### src/rtl/lcar_pkg.sv
// Shared constants and types for the load-cell converter reader.
`timescale 1ns / 1ps
package lcar_pkg;
    localparam int TICKS_PER_MS     = 1000;
    localparam int RECOVER_MS       = 1000;
    localparam int READ_TIMEOUT_MS  = 500;
    localparam int POWER_DOWN_TICKS = 80;
    localparam int TARE_GAP_MS      = 10;

    localparam int REC_TICKS = RECOVER_MS * TICKS_PER_MS;
    localparam int TO_TICKS  = READ_TIMEOUT_MS * TICKS_PER_MS;
    localparam int GAP_TICKS = TARE_GAP_MS * TICKS_PER_MS;

    localparam int WT_W = $clog2(REC_TICKS + 2);
    localparam int PT_W = $clog2(TO_TICKS + GAP_TICKS + POWER_DOWN_TICKS + 2);

    localparam int RAW_W   = 24;
    localparam int GAIN_W  = 5;
    localparam int CAL_W   = 24;
    localparam int TS_W    = 8;
    localparam int WGT_W   = 32;
    localparam int SUM_W   = 32;
    localparam int CIDX_W  = 2;
    localparam int NUM_W   = 41;
    localparam int DCNT_W  = 6;

    localparam logic [GAIN_W-1:0] DATA_BITS     = GAIN_W'(24);
    localparam logic [TS_W-1:0]   TARE_DEFAULT  = TS_W'(10);
    localparam logic [GAIN_W-1:0] GAIN_RESET    = GAIN_W'(25);
    localparam logic [CAL_W-1:0]  CAL_RESET     = CAL_W'(110080);

    localparam logic [CIDX_W-1:0] CFG_GAIN  = CIDX_W'(0);
    localparam logic [CIDX_W-1:0] CFG_CAL   = CIDX_W'(1);
    localparam logic [CIDX_W-1:0] CFG_TARE  = CIDX_W'(2);

    typedef enum logic [4:0] {
        PH_IDLE      = 5'b00001,
        PH_READ      = 5'b00010,
        PH_RECOVER   = 5'b00100,
        PH_TARE_WAIT = 5'b01000,
        PH_TARE_GAP  = 5'b10000
    } t_phase;

    typedef enum logic [2:0] {
        CT_READY = 3'b001,
        CT_DIV   = 3'b010,
        CT_OUT   = 3'b100
    } t_ctrl;
endpackage

### src/rtl/load_cell_adc_reader.sv
// Load-cell converter reader: tick-driven serial read, tare and weight scaling.
// A tick request is answered in the cycle after acceptance, or after the 41-step
// bit-serial divider if it ends a weighed read (offset known, calibration nonzero) or a tare.
// A new tick is accepted only after the receiver has taken the previous result.
// Reset (synchronous, active low) returns to idle polling with offset unknown,
// registers at their defaults and raw value and weight zero.
`timescale 1ns / 1ps
module load_cell_adc_reader (
    input  logic                          i_clk,
    input  logic                          i_rst_n,
    input  logic                          i_valid,
    output logic                          o_stall,
    input  logic                          i_command,
    input  logic                          i_dout,
    output logic                          o_valid,
    input  logic                          i_stall,
    output logic                          o_sck,
    output logic                          o_sample_valid,
    output logic signed [lcar_pkg::RAW_W-1:0] o_raw_value,
    output logic [lcar_pkg::WGT_W-1:0]    o_weight,
    output logic                          o_tare_busy,
    output logic                          o_tare_done,
    output logic                          o_recovering,
    input  logic                          i_cfg_we,
    input  logic [lcar_pkg::CIDX_W-1:0]   i_cfg_idx,
    input  logic [lcar_pkg::CAL_W-1:0]    i_cfg_data
);
    import lcar_pkg::*;

    t_ctrl               r_ctrl;
    t_phase              r_phase, n_phase;
    logic [GAIN_W-1:0]   r_gain;
    logic [CAL_W-1:0]    r_cal;
    logic [TS_W-1:0]     r_tsamp;
    logic [4:0]          r_bc, n_bc;
    logic [PT_W-1:0]     r_pt, n_pt;
    logic [RAW_W-1:0]    r_shift, n_shift;
    logic [WT_W-1:0]     r_wt, n_wt;
    logic                r_wa, n_wa;
    logic [RAW_W-1:0]    r_off, n_off;
    logic                r_known, n_known;
    logic                r_ta, n_ta;
    logic [SUM_W-1:0]    r_sum, n_sum;
    logic [TS_W-1:0]     r_left, n_left;
    logic [TS_W-1:0]     r_total, n_total;
    logic [RAW_W-1:0]    r_raw, n_raw;
    logic [WGT_W-1:0]    r_wgt, n_wgt;
    logic                r_sck, n_sck;
    logic                r_sv, n_sv;
    logic                r_done, n_done;
    logic                r_rec, n_rec;
    logic                n_div_w, n_div_t;

    logic [CAL_W-1:0]    r_rem;
    logic [NUM_W-1:0]    r_num;
    logic [CAL_W-1:0]    r_den;
    logic [DCNT_W-1:0]   r_dcnt;
    logic                r_dtare, r_dneg;

    logic                w_accept;
    logic [RAW_W:0]      w_delta, w_mag;
    logic [SUM_W-1:0]    w_summag;
    logic [GAIN_W-1:0]   w_total;
    logic [CAL_W:0]      w_trial;
    logic                w_ge;
    logic [NUM_W-1:0]    w_qnext;
    logic [SUM_W-1:0]    w_tq;

    assign o_stall        = (r_ctrl != CT_READY);
    assign w_accept       = (r_ctrl == CT_READY) && i_valid;
    assign o_valid        = (r_ctrl == CT_OUT);
    assign o_sck          = r_sck;
    assign o_sample_valid = r_sv;
    assign o_raw_value    = r_raw;
    assign o_weight       = r_wgt;
    assign o_tare_busy    = r_ta;
    assign o_tare_done    = r_done;
    assign o_recovering   = r_rec;

    assign w_delta  = {r_shift[RAW_W-1], r_shift} - {r_off[RAW_W-1], r_off};
    assign w_mag    = w_delta[RAW_W] ? -w_delta : w_delta;
    assign w_summag = r_sum[SUM_W-1] ? -r_sum : r_sum;
    assign w_total  = (r_gain < DATA_BITS) ? DATA_BITS : r_gain;

    // one restoring-division step per cycle
    assign w_trial = {r_rem, r_num[NUM_W-1]};
    assign w_ge    = (w_trial >= {1'b0, r_den});
    assign w_qnext = {r_num[NUM_W-2:0], w_ge};
    assign w_tq    = r_dneg ? -w_qnext[SUM_W-1:0] : w_qnext[SUM_W-1:0];

    always_comb begin
        n_phase = r_phase;  n_bc = r_bc;   n_pt = r_pt;     n_shift = r_shift;
        n_wt = r_wt;        n_wa = r_wa;   n_off = r_off;   n_known = r_known;
        n_ta = r_ta;        n_sum = r_sum; n_left = r_left; n_total = r_total;
        n_raw = r_raw;      n_wgt = r_wgt;
        n_sck = 1'b0; n_sv = 1'b0; n_done = 1'b0; n_rec = 1'b0;
        n_div_w = 1'b0; n_div_t = 1'b0;
        unique case (r_phase)
            PH_IDLE: begin
                if (i_command) begin
                    n_total = (r_tsamp != '0) ? r_tsamp : TARE_DEFAULT;
                    n_left  = n_total;
                    n_sum   = '0;
                    n_ta    = 1'b1;
                    n_phase = PH_TARE_WAIT;
                    n_pt    = '0;
                end else if (i_dout) begin
                    if (!r_wa) begin
                        n_wa = 1'b1;
                        n_wt = '0;
                    end else begin
                        if (r_wt < WT_W'(REC_TICKS)) n_wt = r_wt + 1'b1;
                        if (n_wt >= WT_W'(REC_TICKS)) begin
                            n_phase = PH_RECOVER;
                            n_pt    = '0;
                            n_wt    = '0;
                        end
                    end
                end else begin
                    n_wa = 1'b0;
                    n_wt = '0;
                    n_phase = PH_READ;
                    n_bc = '0;
                    n_pt = '0;
                    n_shift = '0;
                end
            end
            PH_READ: begin
                if (r_pt == '0) begin
                    n_sck = 1'b1;
                    if (r_bc < DATA_BITS) n_shift = {r_shift[RAW_W-2:0], i_dout};
                    n_pt = PT_W'(1);
                end else if ({1'b0, r_bc} + 6'd1 >= {1'b0, w_total}) begin
                    // read complete
                    n_raw = r_shift;
                    if (r_ta) begin
                        n_sum = r_sum + {{(SUM_W-RAW_W){r_shift[RAW_W-1]}}, r_shift};
                        if (r_left != '0) n_left = r_left - 1'b1;
                        n_phase = PH_TARE_GAP;
                        n_pt = '0;
                    end else begin
                        n_sv = 1'b1;
                        n_phase = PH_IDLE;
                        if (!r_known) begin
                            n_off = r_shift;
                            n_known = 1'b1;
                            n_wgt = '0;
                        end else if (r_cal == '0) begin
                            n_wgt = '0;
                        end else begin
                            n_div_w = 1'b1;
                        end
                    end
                end else begin
                    n_bc = r_bc + 1'b1;
                    n_pt = '0;
                end
            end
            PH_RECOVER: begin
                n_sck = 1'b1;
                n_rec = 1'b1;
                if (!r_ta && r_wa && r_wt < WT_W'(REC_TICKS)) n_wt = r_wt + 1'b1;
                n_pt = r_pt + 1'b1;
                if (n_pt >= PT_W'(POWER_DOWN_TICKS)) begin
                    if (r_ta) begin
                        if (r_left != '0) n_left = r_left - 1'b1;
                        n_phase = PH_TARE_GAP;
                        n_pt = '0;
                    end else begin
                        n_phase = PH_IDLE;
                    end
                end
            end
            PH_TARE_WAIT: begin
                if (!i_dout) begin
                    n_phase = PH_READ;
                    n_bc = '0;
                    n_pt = '0;
                    n_shift = '0;
                end else begin
                    if (r_pt <= PT_W'(TO_TICKS)) n_pt = r_pt + 1'b1;
                    if (n_pt > PT_W'(TO_TICKS)) begin
                        n_phase = PH_RECOVER;
                        n_pt = '0;
                    end
                end
            end
            PH_TARE_GAP: begin
                if (r_pt < PT_W'(GAP_TICKS)) n_pt = r_pt + 1'b1;
                if (n_pt >= PT_W'(GAP_TICKS)) begin
                    if (r_left == '0) begin
                        n_known = 1'b1;
                        n_ta = 1'b0;
                        n_done = 1'b1;
                        n_phase = PH_IDLE;
                        n_div_t = 1'b1;
                    end else begin
                        n_phase = PH_TARE_WAIT;
                        n_pt = '0;
                    end
                end
            end
            default: n_phase = PH_IDLE;
        endcase
    end

    always_ff @(posedge i_clk) begin
        if (!i_rst_n) begin
            r_ctrl <= CT_READY;
            r_phase <= PH_IDLE;
            r_gain <= GAIN_RESET; r_cal <= CAL_RESET; r_tsamp <= TARE_DEFAULT;
            r_bc <= '0; r_pt <= '0; r_shift <= '0; r_wt <= '0; r_wa <= 1'b0;
            r_off <= '0; r_known <= 1'b0; r_ta <= 1'b0; r_sum <= '0;
            r_left <= '0; r_total <= '0; r_raw <= '0; r_wgt <= '0;
            r_sck <= 1'b0; r_sv <= 1'b0; r_done <= 1'b0; r_rec <= 1'b0;
            r_dcnt <= '0;
        end else begin
            if (i_cfg_we) begin
                unique case (i_cfg_idx)
                    CFG_GAIN: r_gain  <= i_cfg_data[GAIN_W-1:0];
                    CFG_CAL:  r_cal   <= i_cfg_data;
                    CFG_TARE: r_tsamp <= i_cfg_data[TS_W-1:0];
                    default: ;
                endcase
            end
            unique case (r_ctrl)
                CT_READY: begin
                    if (w_accept) begin
                        r_phase <= n_phase; r_bc <= n_bc; r_pt <= n_pt;
                        r_shift <= n_shift; r_wt <= n_wt; r_wa <= n_wa;
                        r_off <= n_off; r_known <= n_known; r_ta <= n_ta;
                        r_sum <= n_sum; r_left <= n_left; r_total <= n_total;
                        r_raw <= n_raw; r_wgt <= n_wgt;
                        r_sck <= n_sck; r_sv <= n_sv; r_done <= n_done; r_rec <= n_rec;
                        r_dcnt <= '0;
                        r_rem <= '0;
                        if (n_div_w) begin
                            r_num   <= {w_mag, 16'b0};
                            r_den   <= r_cal;
                            r_dtare <= 1'b0;
                            r_dneg  <= 1'b0;
                            r_ctrl  <= CT_DIV;
                        end else if (n_div_t) begin
                            r_num   <= {{(NUM_W-SUM_W){1'b0}}, w_summag};
                            r_den   <= {{(CAL_W-TS_W){1'b0}}, r_total};
                            r_dtare <= 1'b1;
                            r_dneg  <= r_sum[SUM_W-1];
                            r_ctrl  <= CT_DIV;
                        end else begin
                            r_ctrl  <= CT_OUT;
                        end
                    end
                end
                CT_DIV: begin
                    r_rem  <= w_ge ? CAL_W'(w_trial - {1'b0, r_den}) : w_trial[CAL_W-1:0];
                    r_num  <= w_qnext;
                    r_dcnt <= r_dcnt + 1'b1;
                    if (r_dcnt == DCNT_W'(NUM_W - 1)) begin
                        if (r_dtare) begin
                            r_off <= w_tq[RAW_W-1:0];
                        end else if (w_qnext[NUM_W-1:WGT_W] != '0) begin
                            r_wgt <= '1;
                        end else begin
                            r_wgt <= w_qnext[WGT_W-1:0];
                        end
                        r_ctrl <= CT_OUT;
                    end
                end
                CT_OUT: begin
                    if (!i_stall) r_ctrl <= CT_READY;
                end
                default: r_ctrl <= CT_READY;
            endcase
        end
    end
endmodule

### config.mk
export PLATFORM = sky130hd
export DESIGN_NAME = load_cell_adc_reader
export DESIGN_NICKNAME = d
export VERILOG_FILES = /design/src/rtl/lcar_pkg.sv /design/src/rtl/load_cell_adc_reader.sv
export SDC_FILE = /design/constraint.sdc
export NUM_CORES = 1
export LEC_CHECK = 0
export ABC_AREA = 1
export BUFFER_PORTS_ARGS = -buffer_cell sky130_fd_sc_hd__clkbuf_2
export CORE_MARGIN = 10
export CORE_UTILIZATION = 40
export DETAILED_ROUTE_END_ITERATION = 8
export GPL_TIMING_DRIVEN = 0
export PLACE_DENSITY_LB_ADDON = 0.05
export RECOVER_POWER = 100
export SLEW_MARGIN = 10
export SYNTH_ARGS = -nofsm -noshare
export SYNTH_HDL_FRONTEND = slang
export SYNTH_SLANG_ARGS = --single-unit
### constraint.sdc
create_clock -name i_clk -period 7.05 [get_ports i_clk]
set_input_delay 0.3525 -clock i_clk [delete_from_list [all_inputs] [get_ports i_clk]]
set_output_delay 0.3525 -clock i_clk [all_outputs]
set_load 0.02 [all_outputs]
== Yosys cells after proc, flatten, opt, wreduce, memory -nomap -nowiden ==
Cells that the tools add are included.
Storage, ports and cells
  register bits: 345
  memories kept: 0
  output and inout port bits: 63
  memory bits (writable): 0
  bits in latches: 0
  ROM bits: 0
Operators by class
  reductions and logical operators: 43
  divide/modulo/power cells: 0
  order comparisons: 11
  shifts and indexed selects: 0
  $add $sub $neg: 12
  eq/ne operators: 41
  multipliers: 0
  mux-type cells: 136
  bitwise logic cells: 2
Operator list (number)
  two-way mux 32 bit: 15
  two-way mux 24 bit: 17
  two-way mux 19 bit: 18
  two-way mux 20 bit: 10
  one-hot mux 32 bit (2 select lines): 2
  two-way mux 41 bit: 3
  one-hot mux 24 bit (2 select lines): 2
  one-hot mux 19 bit (5 select lines): 1
  one-hot mux 41 bit (2 select lines): 1
  two-way mux 5 bit: 16
  one-hot mux 24 bit (3 select lines): 1
  two-way mux 8 bit: 7
  inequality test 2 bit, second input constant: 21
  one-hot mux 20 bit (2 select lines): 1
  adder 32 bit: 1
  negation 32 bit: 1
  AND reduction 9 bit: 3
  two-way mux 1 bit: 26
  greater-or-equal comparator 25 x 24 -> 1 bit: 1
  two-way mux 25 bit: 1
  negation 25 bit: 1
  one-hot mux 5 bit (5 select lines): 1
  subtractor 24 x 24 -> 25 bit: 1
  logical NOT 24 bit: 1
  59 further kinds: 93

== Logic depth before layout (Yosys ltp) ==
Gate-level depths: netlist of the first run.
  depth in word-level cells: 12
  gate-level depth with buffers: 23
  mapped depth without buffers: 21

== Least setup slack after synthesis of the first run ==
Ideal clock, no wire load.
  path kind: flip-flop to flip-flop
  start: register r_bc[0]
  end: register r_num[0], enable pin
  cell stages (with the launch flop): 17
  path buffers: 0
  slack: 1.465 ns
  required time: 6.549 ns
  arrival time: 5.084 ns
  cell sequence: dfxtp_1 -> ha_1 -> xor2_1 -> ha_1 -> a21boi_0 -> o21ai_0 -> nand2_1 -> nand2_1 -> nand2_1 -> nand2_1 -> inv_1 -> nand3_1 -> nor2_2 -> inv_2 -> nand2_1 -> nand2_1 -> a211oi_1
Between the ends
  word-level cells in the longest chain between the ends: 7
Ends and longest elaborated chain
  start, declared: line load_cell_adc_reader.sv:35  | logic [4:0] r_bc, n_bc;
  start signal, assigned: line load_cell_adc_reader.sv:229  | r_phase <= n_phase; r_bc <= n_bc; r_pt <= n_pt;
  adder 5 x 1 -> 6 bit: line load_cell_adc_reader.sv:133  | end else if ({1'b0, r_bc} + 6'd1 >= {1'b0, w_total}) begin
  greater-or-equal comparator 6 x 5 -> 1 bit: line load_cell_adc_reader.sv:133
  two-way mux 1 bit: line load_cell_adc_reader.sv:133
  two-way mux 1 bit: line load_cell_adc_reader.sv:129  | if (r_pt == '0) begin
  two-way mux 1 bit: line load_cell_adc_reader.sv:98  | unique case (r_phase)
  inequality test 3 bit (no line)
  AND reduction 4 bit (no line)
  end signal, assigned: line load_cell_adc_reader.sv:238  | r_num <= {w_mag, 16'b0};
  end signal, assigned: line load_cell_adc_reader.sv:244  | r_num <= {{(NUM_W-SUM_W){1'b0}}, w_summag};
  end signal, assigned: line load_cell_adc_reader.sv:256  | r_num <= w_qnext;
  end, declared: line load_cell_adc_reader.sv:55  | logic [NUM_W-1:0] r_num;
No other way between the ends.
A chain may end at the register's enable or synchronous reset.

== Worst setup path after layout of the first run ==
  start: register r_bc[0]
  end: register r_num[34], enable pin
The elaborated chain is that of the path after synthesis.

==> reports/qor.yml, run 1 <==
route.final.wire_length_mm: 83.39
ys_seq_elements: 345
slew_violations: 25
rows: 88
clk_pin_slew_ns: 0.06
seqCellArea_sq_um: 7818
syn_inst: 3428
core-area_sq_um: 57480
cts_setup_buffers: 0
layout-drive-gt1-share_pct: 5.569
drt-initial-drc-count: 2356
drv_cap: 1
cts_tree: "built"
fmax_ghz: 0.1862
gp_congestion: 0.9666
finalSetupViolations: 0
cp-start-kind: "flop"
synth_edf_count: 91
muxShareOfSynthArea_pct: 0
clkLatencyLatePin_ns: 0.60
cts-resized-gates: 0
io_buffers: 94
violations: "capacitance limit, slew limit"
final_core_util_pct: 45.05
cellLeakagePower_nw: 10.79
tns_ns: 0
die_x_microns: 260.5
endpoint_kind: "flop"
avgSynthCellArea_sq_um: 6.751
antenna_found_initial: 2
synthDistinctLibCells: 63
wl_met3_mm: 5.843
dp_hpwl_mm: 65.12
power_density_nw_per_um2: 318.8
rsz0062_at_grt: "no"
root_buffer: "clkbuf_16"
power_frac_seq_pct: 28.5
p_int_mw: 4.553
clkSinkCount: 345
yosysSeqAreaShare_pct: 33.78
worstRegToRegCells: 18
netlist_area_sq_um: 23140
vias: 23830
wl_met2_mm: 35.74
synth_top_family_by_area: "simple AND/OR/NAND/NOR gates"
yosysTopAreaCell: "dfxtp_1"
cts_max_level: 2
crit_type: "reg -> reg"
max-vdd-ir-drop_uv: 256.6
required_ns: 7.33
fill_cells: 6138
hold_viol_final: 0
synth-compound-area-share_pct: 18.00
hold_path_end: "r_gain[0]"
clockPowerShare_pct: 26.6
synth-async-reset-ratio_pct: 0
wl_met1_mm: 40.12
synth_warnings: 0
pwr-share-comb_pct: 44.9
dr.pass1.iters: 5
max-slew-margin-rel_pct: -53.53
die_h_microns: 260.5
io_pins: 96
track_usage_pct: 23.88
min_period_ns: 5.370
area_growth_syn_to_layout_pct: 11.87
switchingPower_mw: 3.700
timing.rr.end: "r_num[34]"
drcViolationCount: 0
grt_max_degree: 27
finalCritPeriodShare_pct: 76.17
hp-class: "in -> reg"
setup_slack_ns: 1.680
grt_pass1_vias: 22190
cts_buffers: 43
worstHoldPathCells: 3
reg2reg_from: "r_bc[0]"
clock_path_buffers: 3
synthXorXnorAreaFrac_pct: 3.968
ff2ff_setup_slack_ns: 1.68
cp_data_arrival_time_ns: 5.65
routed_via_density: 5.448
cp_max_fo: 18
grt_pass1_wl_mm: 128.0
highest_layer: "met5"
hold_start: "i_cfg_data[0]"
synth-main-ff-cell: "dfxtp_1"
wl_per_cell_microns: 19.06
worst_pin_slew_ns: 2.294
grt_overflow: 0
netSwitchingFraction_pct: 44.83
outcome: "finished, violations left"
initial_core_util_pct: 40.27
multiInputGateArea_sq_um: 13150
synth_top_area_share_pct: 21.97
synthAdderAreaFrac_pct: 5.341
finClkSkew_ns: 0.02633
synthSimpleGateAreaFrac_pct: 29.70
yosys-top-cells-area: "dfxtp_1, nand2_1, edfxtp_1"
hold_buffers: 6
place_ws_ns: 2.733
dieArea_sq_um: 67880
nNetsFinal: 3706
postRouteAntennaNets: 0
==> flip-flops by register name (all words and copies together) (netlist names), 3 cells and up <==
signal	count
o_raw_value	24
o_weight	32
r_bc	5
r_cal	24
r_ctrl	3
r_dcnt	6
r_den	24
r_gain	5
r_left	8
r_num	41
r_off	24
r_phase	5
r_pt	19
r_rem	24
r_shift	24
r_sum	32
r_total	8
r_tsamp	8
r_wt	20
==> cell families after synthesis <==
kind of cell    count (synthesis)
compound gates                758
xor+xnor                      104
fa+ha+maj                      97
buf+inv                       538
flops                         345
other cells                     1
simple gates                 1585
==> per-layer routing <==
layer | track usage [%] | vias up
met2 | 36.81 | 773
met3 | 3.622 | 101
met4 | 6.136 | 2
met5 | 0 | -
met1 | 34.21 | 11180
li1 | - | 11780
==> power by group through the flow <==
stage                     logic [mW]  registers (mW)  clock network (mW)
after floorplan                 2.68            2.36                   0
after global placement          3.57            2.39                   0
after detailed placement        3.65            2.39                   0
after CTS                       3.67            2.35                2.24
after global routing            4.14            2.38                2.32
final                           3.71            2.36                2.19
==> cell usage after synthesis, types with 4 or more instances <==
library cell,instances
o22ai_1,17
a31oi_1,37
inv_1,383
nor2_1,292
xor2_1,69
nand3_1,250
dfxtp_1,254
nor3_1,38
o221ai_1,4
o211ai_1,20
nor2_4,4
buf_2,12
inv_2,14
o21bai_1,10
edfxtp_1,91
nand4_1,67
clkinv_1,6
o21a_1,7
nand3_2,15
o21ai_1,7
o21ai_0,289
nand3b_1,8
a22oi_1,4
ha_1,94
a21o_1,4
a21oi_2,10
nor2_2,9
nor4_1,17
a21boi_0,7
buf_4,9
a21oi_1,304
xnor2_1,34
o2111ai_1,7
or2_2,12
buf_6,4
a221oi_1,4
clkbuf_1,99
nand2_2,15
nand2_1,842
a211oi_1,14
buf_1,7
==> cell type report <==
type,count,area share [%]
Timing Repair Buffer,102,1.812
Sequential cell,345,30.19
Clock buffer,54,4.547
Buffer,133,2.252
Multi-Input combinational cell,2546,50.78
Tap cell,765,3.697
Antenna cell,1,0.009665
Clock inverter,24,0.8167
Inverter,405,5.896
==> layout by cell type, fill, tap and decap left out, types with 7 or more instances in the layout <==
master / instances
nand2_1: 843
inv_1: 384
a21oi_1: 310
nor2_1: 295
o21ai_0: 291
nand3_1: 254
dfxtp_1: 254
clkbuf_1: 179
ha_1: 94
edfxtp_1: 91
xor2_1: 69
nand4_1: 67
clkbuf_16: 43
nor3_1: 39
a31oi_1: 37
xnor2_1: 34
clkbuf_2: 30
o211ai_1: 20
nor4_1: 18
o22ai_1: 17
nand2_2: 15
inv_2: 13
a211oi_1: 13
or2_2: 12
nand3_2: 11
o21bai_1: 10
buf_4: 8
nand3b_1: 8
a21boi_0: 7
buf_2: 7
o21a_1: 7
clkinv_1: 7
o2111ai_1: 7
clkinv_2: 7
==> critical path, cell delays in order, from the launching register on <==
cell	delay [ns]
dfxtp_1	0.35
ha_1	0.25
xor2_1	0.17
ha_1	0.29
a21boi_0	0.17
o21ai_0	0.11
nand2_1	0.08
nand2_1	0.06
nand2_1	0.05
nand2_1	0.16
inv_1	0.13
nand3_1	0.18
nor2_1	0.58
inv_1	0.47
nand2_1	0.25
nand2_1	0.13
a211oi_4	0.56
clkbuf_1	0.78
buf_8	0.26
==> through the flow <==
step                      cell area, sq um  total power, mW  instances  hold slack [ns]
after floorplan                      23150            5.042       3429           0.4324
after global placement               24570            5.965       4288           0.4355
after detailed placement             24620            6.036       4290           0.4356
after CTS                            26070            8.259       4374          0.01801
after global routing                 25890            8.831       4374          0.05468
final                                25890            8.253       4375          0.03491
==> worst max path at each step <==
| stage | slack [ns] | startpoint | end |
|---|---|---|---|
| after floorplan | 1.46 | r_bc[0] | r_num[0] |
| after global placement | -0.72 | r_bc[0] | r_num[35] |
| after detailed placement | 2.73 | r_bc[0] | r_num[36] |
| after CTS | 2.70 | r_bc[0] | r_num[18] |
| after global routing | 1.35 | r_bc[0] | r_num[34] |
| final | 1.68 | r_bc[0] | r_num[34] |
No activity file was read; power rests on OpenSTA's default activity.
==> run 2: changes to the inputs <==
==> constraint.sdc (replaced) <==
create_clock -name i_clk -period 5.02 [get_ports i_clk]
set_input_delay 0.251 -clock i_clk [delete_from_list [all_inputs] [get_ports i_clk]]
set_output_delay 0.251 -clock i_clk [all_outputs]
set_load 0.02 [all_outputs]
==> run 2 against run 1 <==
  * The run still ends with capacitance limit, slew limit left
  * Critical endpoint is now r_num[17]
  * Total power rose by 41%
  * Design area rose by 0.79%
  * Largest cell class unchanged
  * Die area did not move
  * Sequential share of layout area fell by 0.24 points
  * First-iteration DRC count rose by 2.5%
  * Via count rose by 0.67%
  * Largest power group unchanged
==> reports/qor.yml, run 2 (synthesis results as in run 1) <==
antenna_found_initial: 3
final_cell_mix: "nand2_1, inv_1, a21oi_1, nor2_1, o21ai_0"
reg2reg_from: "r_pt[15]"
drv_cap: 1
postRouteAntennaNets: 0
die_x_microns: 260.5
cp_top_family: "simple AND/OR/NAND/NOR gates"
finalCritPeriodShare_pct: 92.89
dp_hpwl_mm: 66.83
grt_pass1_wl_mm: 131.2
grt_overflow: 0
grt_pass1_vias: 22580
clkSinkCount: 345
drcViolationCount: 0
cp_data_arrival_time_ns: 5.02
worstSetupPathDepth: 12
startpoint: "r_pt[15]"
track_usage_pct: 24.52
worstRegToRegCells: 12
routed_via_density: 5.460
hold_buffers: 23
drt-initial-drc-count: 2416
fmax_ghz: 0.2145
gp_congestion: 0.9496
ff2ff_setup_slack_ns: 0.36
final_cell_area_sq_um: 26100
min_period_ns: 4.663
cellLeakagePower_nw: 10.90
required_ns: 5.37
power_mw: 11.60
endpoint_kind: "flop"
cts_tree: "built"
largest-register: "r_num"
rsz0062_at_grt: "no"
violations: "capacitance limit, slew limit"
crit_type: "reg -> reg"
seqCellArea_sq_um: 7818
io_pins: 96
cp_max_fo: 10
cts-resized-gates: 0
timing.rr.end: "r_num[17]"
dr.pass1.iters: 6
placed_area_sq_um: 24640
slowest_stage: "clkbuf_1"
max-vdd-ir-drop_uv: 491.3
cp-start-kind: "flop"
hold_viol_final: 0
die_h_microns: 260.5
rows: 88
largest_reg_flops: 41
io_buffers: 94
finClkSkew_ns: 0.02171
worst_pin_slew_ns: 2.176
power_density_nw_per_um2: 444.5
hp-class: "in -> reg"
slowest_delay_ns: 0.71
root_buffer: "clkbuf_16"
cts_buffers: 43
core-area_sq_um: 57480
path_buf_inv: 3
cts_setup_buffers: 0
fill_cells: 6164
wl_per_cell_microns: 19.38
final_common_cell: "nand2_1"
multiInputGateArea_sq_um: 13150
cts_max_level: 2
max-slew-margin-rel_pct: -45.61
dieArea_sq_um: 67880
clk_pin_slew_ns: 0.06
cpMostUsedCell: "nand3_1"
clock_path_buffers: 3
grt_max_degree: 27
clkLatencyLatePin_ns: 0.59
finalSetupViolations: 0
initial_core_util_pct: 40.27
outcome: "finished, violations left"
cp-endpoint: "r_num[17]"
slew_violations: 25
vias: 23990
crit_chain: "inv_1 > nand2_1 > nor2_1 > nand3_1 > nor2_1 > nand3_1 > nand3_1 > nor2_2 > inv_2 > clkbuf_1 > nand3_1 > a31oi_1"
antenna_cells: 0
tns_ns: 0
nNetsFinal: 3724
route.final.wire_length_mm: 85.17
layout-drive-gt1-share_pct: 5.566
area_growth_syn_to_layout_pct: 12.76
[run 2: how the worst min path moves through the flow]
stage,from,endpoint,slack [ns],depth (start not counted)
finish,i_dout,r_shift[0],0.03,3
global route,i_cfg_data[2],r_gain[2],0.04,3
CTS,i_cfg_data[2],r_gain[2],0.004,3
detailed placement,o_raw_value[10],o_raw_value[10],0.44,2
global placement,o_raw_value[5],o_raw_value[5],0.44,2
floorplan,i_cfg_data[3],r_tsamp[3],0.36,2
[run 2: through the flow]
step	utilization, %	hold slack [ns]	setup slack (ns)	std cells
after floorplan	-	0.3642	0.7628	3429
after CTS	45.71	0.004070	0.6754	4394
after global placement	42.77	0.4351	-1.240	4288
final	45.40	0.02948	0.3570	4394
after detailed placement	42.87	0.4402	0.6904	4291
after global routing	45.40	0.03812	0.2185	4394
[run 2: per-layer routing]
metal	up-vias	routed length, microns	GRT usage, %
met5	-	8	0
met4	2	1685	5.974
met3	98	6075	3.313
met2	799	35820	36.99
met1	11280	41590	36.11
li1	11820	-	-
[run 2: worst reg2reg max path, delay by kind of cell, from the launching register on]
kind                   cells  cell delay [ns]
and+or+nand+nor            8             2.47
AOI/OAI and AO/OA          1             0.47
buffers and inverters      3             1.12
DFF                        1             0.37
[run 2: layout make-up]
class | count | area share (%)
Clock inverter | 27 | 0.9925
Multi-Input combinational cell | 2546 | 50.40
Timing Repair Buffer | 120 | 2.517
Buffer | 133 | 2.234
Tap cell | 765 | 3.668
Inverter | 405 | 5.849
Sequential cell | 345 | 29.96
Clock buffer | 53 | 4.382
[run 2: report_power, final]
group          internal [mW]  switching, mW  total [mW]
sequential              3.11          0.196        3.31
clock                   1.79           1.32        3.11
combinational           1.54           3.63        5.18
total                   6.45           5.15        11.6
